[src/hdl/gcm_mul.sv]
// Registered signed multiplier with load enable.
`default_nettype none

module gcm_mul #(
   parameter int A_WIDTH = 32,
   parameter int B_WIDTH = 32
) (
   input  wire logic                              clock,
   input  wire logic                              en,
   input  wire logic signed [A_WIDTH-1:0]         a,
   input  wire logic signed [B_WIDTH-1:0]         b,
   output      logic signed [A_WIDTH+B_WIDTH-1:0] p
);

   logic signed [A_WIDTH+B_WIDTH-1:0] prod_ff;

   always_ff @(posedge clock) begin
      if (en) begin
         prod_ff <= a * b;
      end
   end

   assign p = prod_ff;

endmodule

`default_nettype wire

[config.mk]
export PLATFORM = sky130hd
export DESIGN_NAME = gcm_mul
export DESIGN_NICKNAME = d
export VERILOG_FILES = /design/src/hdl/gcm_mul.sv
export SDC_FILE = /design/constraint.sdc
export NUM_CORES = 2
export LEC_CHECK = 0
export ABC_AREA = 1
export BUFFER_PORTS_ARGS = -buffer_cell sky130_fd_sc_hd__buf_2
export CORE_MARGIN = 2
export CORE_UTILIZATION = 40
export CTS_BUF_LIST = sky130_fd_sc_hd__clkbuf_8
export DETAILED_ROUTE_END_ITERATION = 8
export GPL_ROUTABILITY_DRIVEN = 0
export PLACE_DENSITY = 0.56
export SLEW_MARGIN = 20
export SYNTH_ARGS = -nofsm -noshare
export SYNTH_HDL_FRONTEND = slang
export SYNTH_SLANG_ARGS = --single-unit
[constraint.sdc]
create_clock -name clock -period 9.6 [get_ports clock]
set_input_delay 0.48 -clock clock [delete_from_list [all_inputs] [get_ports clock]]
set_output_delay 0.48 -clock clock [all_outputs]
set_load 0.05 [all_outputs]
==> flow_metrics.env <==
export IMPL_worst_setup_path_end_kind="flop"
export IMPL_ys_ff_latch=64
export IMPL_slowest_stage="fa_1"
export IMPL_ctsResizeCount=0
export IMPL_synth_edf_count=64
export IMPL_cts_num_sinks=64
export IMPL_placed_area_um2=42620
export IMPL_clk_pin_slew_ps=80
export IMPL_min_to="p[28]"
export IMPL_cts_buffers=9
export IMPL_ys_seq_area_share_pct=4.705
export IMPL_dr_total_vias=30660
export IMPL_async_flop_share_pct=0
export IMPL_arrival_ps=8310
export IMPL_yosys_top_cells_area="fa_1 (53%), inv_1 (16%), nand2_1 (14%)"
export IMPL_ys_flop_type="edfxtp_1"
export IMPL_fmax_ghz=0.1221
export IMPL_final_hold_viol_count=0
export IMPL_min_path_cells=2
export IMPL_floorplan_initialDensity_pct=40.20
export IMPL_grt_antenna_before_repair=7
export IMPL_criticalPathCategory="primary input to flop"
export IMPL_crit_top_cell="fa_1"
export IMPL_grt_overflow=0
export IMPL_netlist_instances=5124
export IMPL_netlist_cell_type_count=27
export IMPL_postRouteAntennaNets=0
export IMPL_ctsHoldBuffers=0
export IMPL_status="finished clean"
export IMPL_nets=6423
export IMPL_design_area_um2=42810
export IMPL_hp_class="primary input to flop"
export IMPL_cts_max_level=3
export IMPL_setup_violations=0
export IMPL_crit_fanout=32
export IMPL_syn_avg_cell_area_um2=7.971
export IMPL_dp_hpwl_um=97960
export IMPL_rsz0062_at_grt="false"
export IMPL_num_io_pins=130
export IMPL_dr_pass1_iters=6
export IMPL_period_needed_ps=8193
export IMPL_die_h_um=323.6
export IMPL_core_um2=101600
export IMPL_ys_warnings_count=0
export IMPL_grt_max_degree=65
export IMPL_crit_required_ps=9720
export IMPL_root_buffer="clkbuf_8"
export IMPL_area_growth_pct=4.815
export IMPL_maxCapViolCount=0
export IMPL_synth_nets=6456
export IMPL_die_w_um=323.6
export IMPL_port_buffers=129
export IMPL_critPathLaunchType="primary input"
export IMPL_synth_top_area_share_pct=53.03
export IMPL_tightest_slew_ps=1147
export IMPL_wire_per_inst_um=17.95
export IMPL_largest_reg_flops=64
export IMPL_cts_path_max_buffers=2
export IMPL_fin_tns_setup_ps=0
export IMPL_grt_pass1_vias=33680
export IMPL_cts_tree="yes"
export IMPL_yosysTopAreaCell="fa_1"
export IMPL_drt_initial_drc_count=1806
export IMPL_totalWireLength_um=116100
export IMPL_postCtsSetupBuffers=0
export IMPL_grt_pass1_wl_um=189400
export IMPL_min_from="en"
export IMPL_cp_slowest_stage_delay_ps=970
export IMPL_drc_errors=0
export IMPL_fin_crit_sh_pct=85.34
export IMPL_drive_gt1_share_pct=4.750
export IMPL_max_slew_margin_pct=23.43
export IMPL_dieArea_um2=104700
export IMPL_final_cell_mix="inv_1 (1,694), nand2_1 (1,504), fa_1 (1,082)"
export IMPL_vias_per_cell=4.740
export IMPL_layout_commonest_cell="inv_1"
export IMPL_placementRows=117
export IMPL_final_max_slew_viol_count=0
export IMPL_grt_use_total_pct=23.47
export IMPL_synth_area_um2=40850
==> metal layers <==
layer	GRT usage, %	up-vias	share of wire, %
met3	1.992	156	4.5
met2	41.99	765	51
met5	0	-	0.023
met4	6.235	4	2.8
li1	-	13920	-
met1	30.57	15810	42
==> critical path, delay by kind of cell <==
| family | cells | cell delay [ps] |
|---|---|---|
| adders and majority gates | 9 | 5170 |
| and+or+nand+nor | 9 | 1190 |
| buffers and inverters | 7 | 1420 |
==> cell type report <==
| type | instances | area (µm²) |
|---|---|---|
| tap | 1368 | 1712 |
| multi-input combinational | 3168 | 31820 |
| inverter | 1700 | 6381 |
| sequential | 64 | 1922 |
| timing repair buffer | 148 | 788.3 |
| antenna | 4 | 10.01 |
| clock buffer | 9 | 123.9 |
| clock inverter | 6 | 53.80 |
| fill | 10410 | 58780 |
==> Yosys cell counts, types with 17 or more instances <==
| cell type | n |
|---|---|
| clkbuf_1 | 192 |
| o21ai_0 | 17 |
| a21oi_1 | 62 |
| nand2_2 | 21 |
| nand3_1 | 73 |
| nand2_1 | 1504 |
| inv_1 | 1692 |
| fa_1 | 1082 |
| nor2_1 | 93 |
| edfxtp_1 | 64 |
| xor2_1 | 31 |
| ha_1 | 184 |
| nor2_2 | 31 |
==> cells by family (layout without fill, tap and decap cells) <==
group / count (synthesis) / after routing / synth area share [%]
buffers and inverters: 1892 / 1863 / 17.39
XOR/XNOR: 34 / 34 / 0.7291
adder cells (fa/ha/maj): 1266 / 1266 / 58.67
flip-flops: 64 / 64 / 4.705
other: 0 / 4 / 0
AND/OR/NAND/NOR: 1773 / 1773 / 17.27
AO/OA/AOI/OAI: 95 / 95 / 1.241
==> through the flow <==
step	setup slack (ps)	std cells	utilization [%]	hold WS (ps)
2_1_floorplan	2335	5124	-	592.5
3_3_place_gp	1149	6448	41.96	1020
3_5_place_dp	1009	6448	41.96	1019
4_1_cts	1399	6463	42.13	873.7
5_1_grt	975.8	6467	42.14	903.1
6_report	1407	6467	42.14	876.3
==> how the worst max path moves through the flow <==
stage                      from  endpoint  slack (ps)  depth (start not counted)
after floorplan           a[31]     p[59]        2340                         27
after global placement     b[2]     p[61]        1150                         26
after detailed placement   b[2]     p[61]        1010                         26
after CTS                  b[2]     p[56]        1400                         25
after global routing       b[2]     p[61]         980                         26
final                      b[2]     p[56]        1410                         25
Power is not shown: default switching activity piles up to over one toggle a cycle in this logic, so the estimate is an artifact.
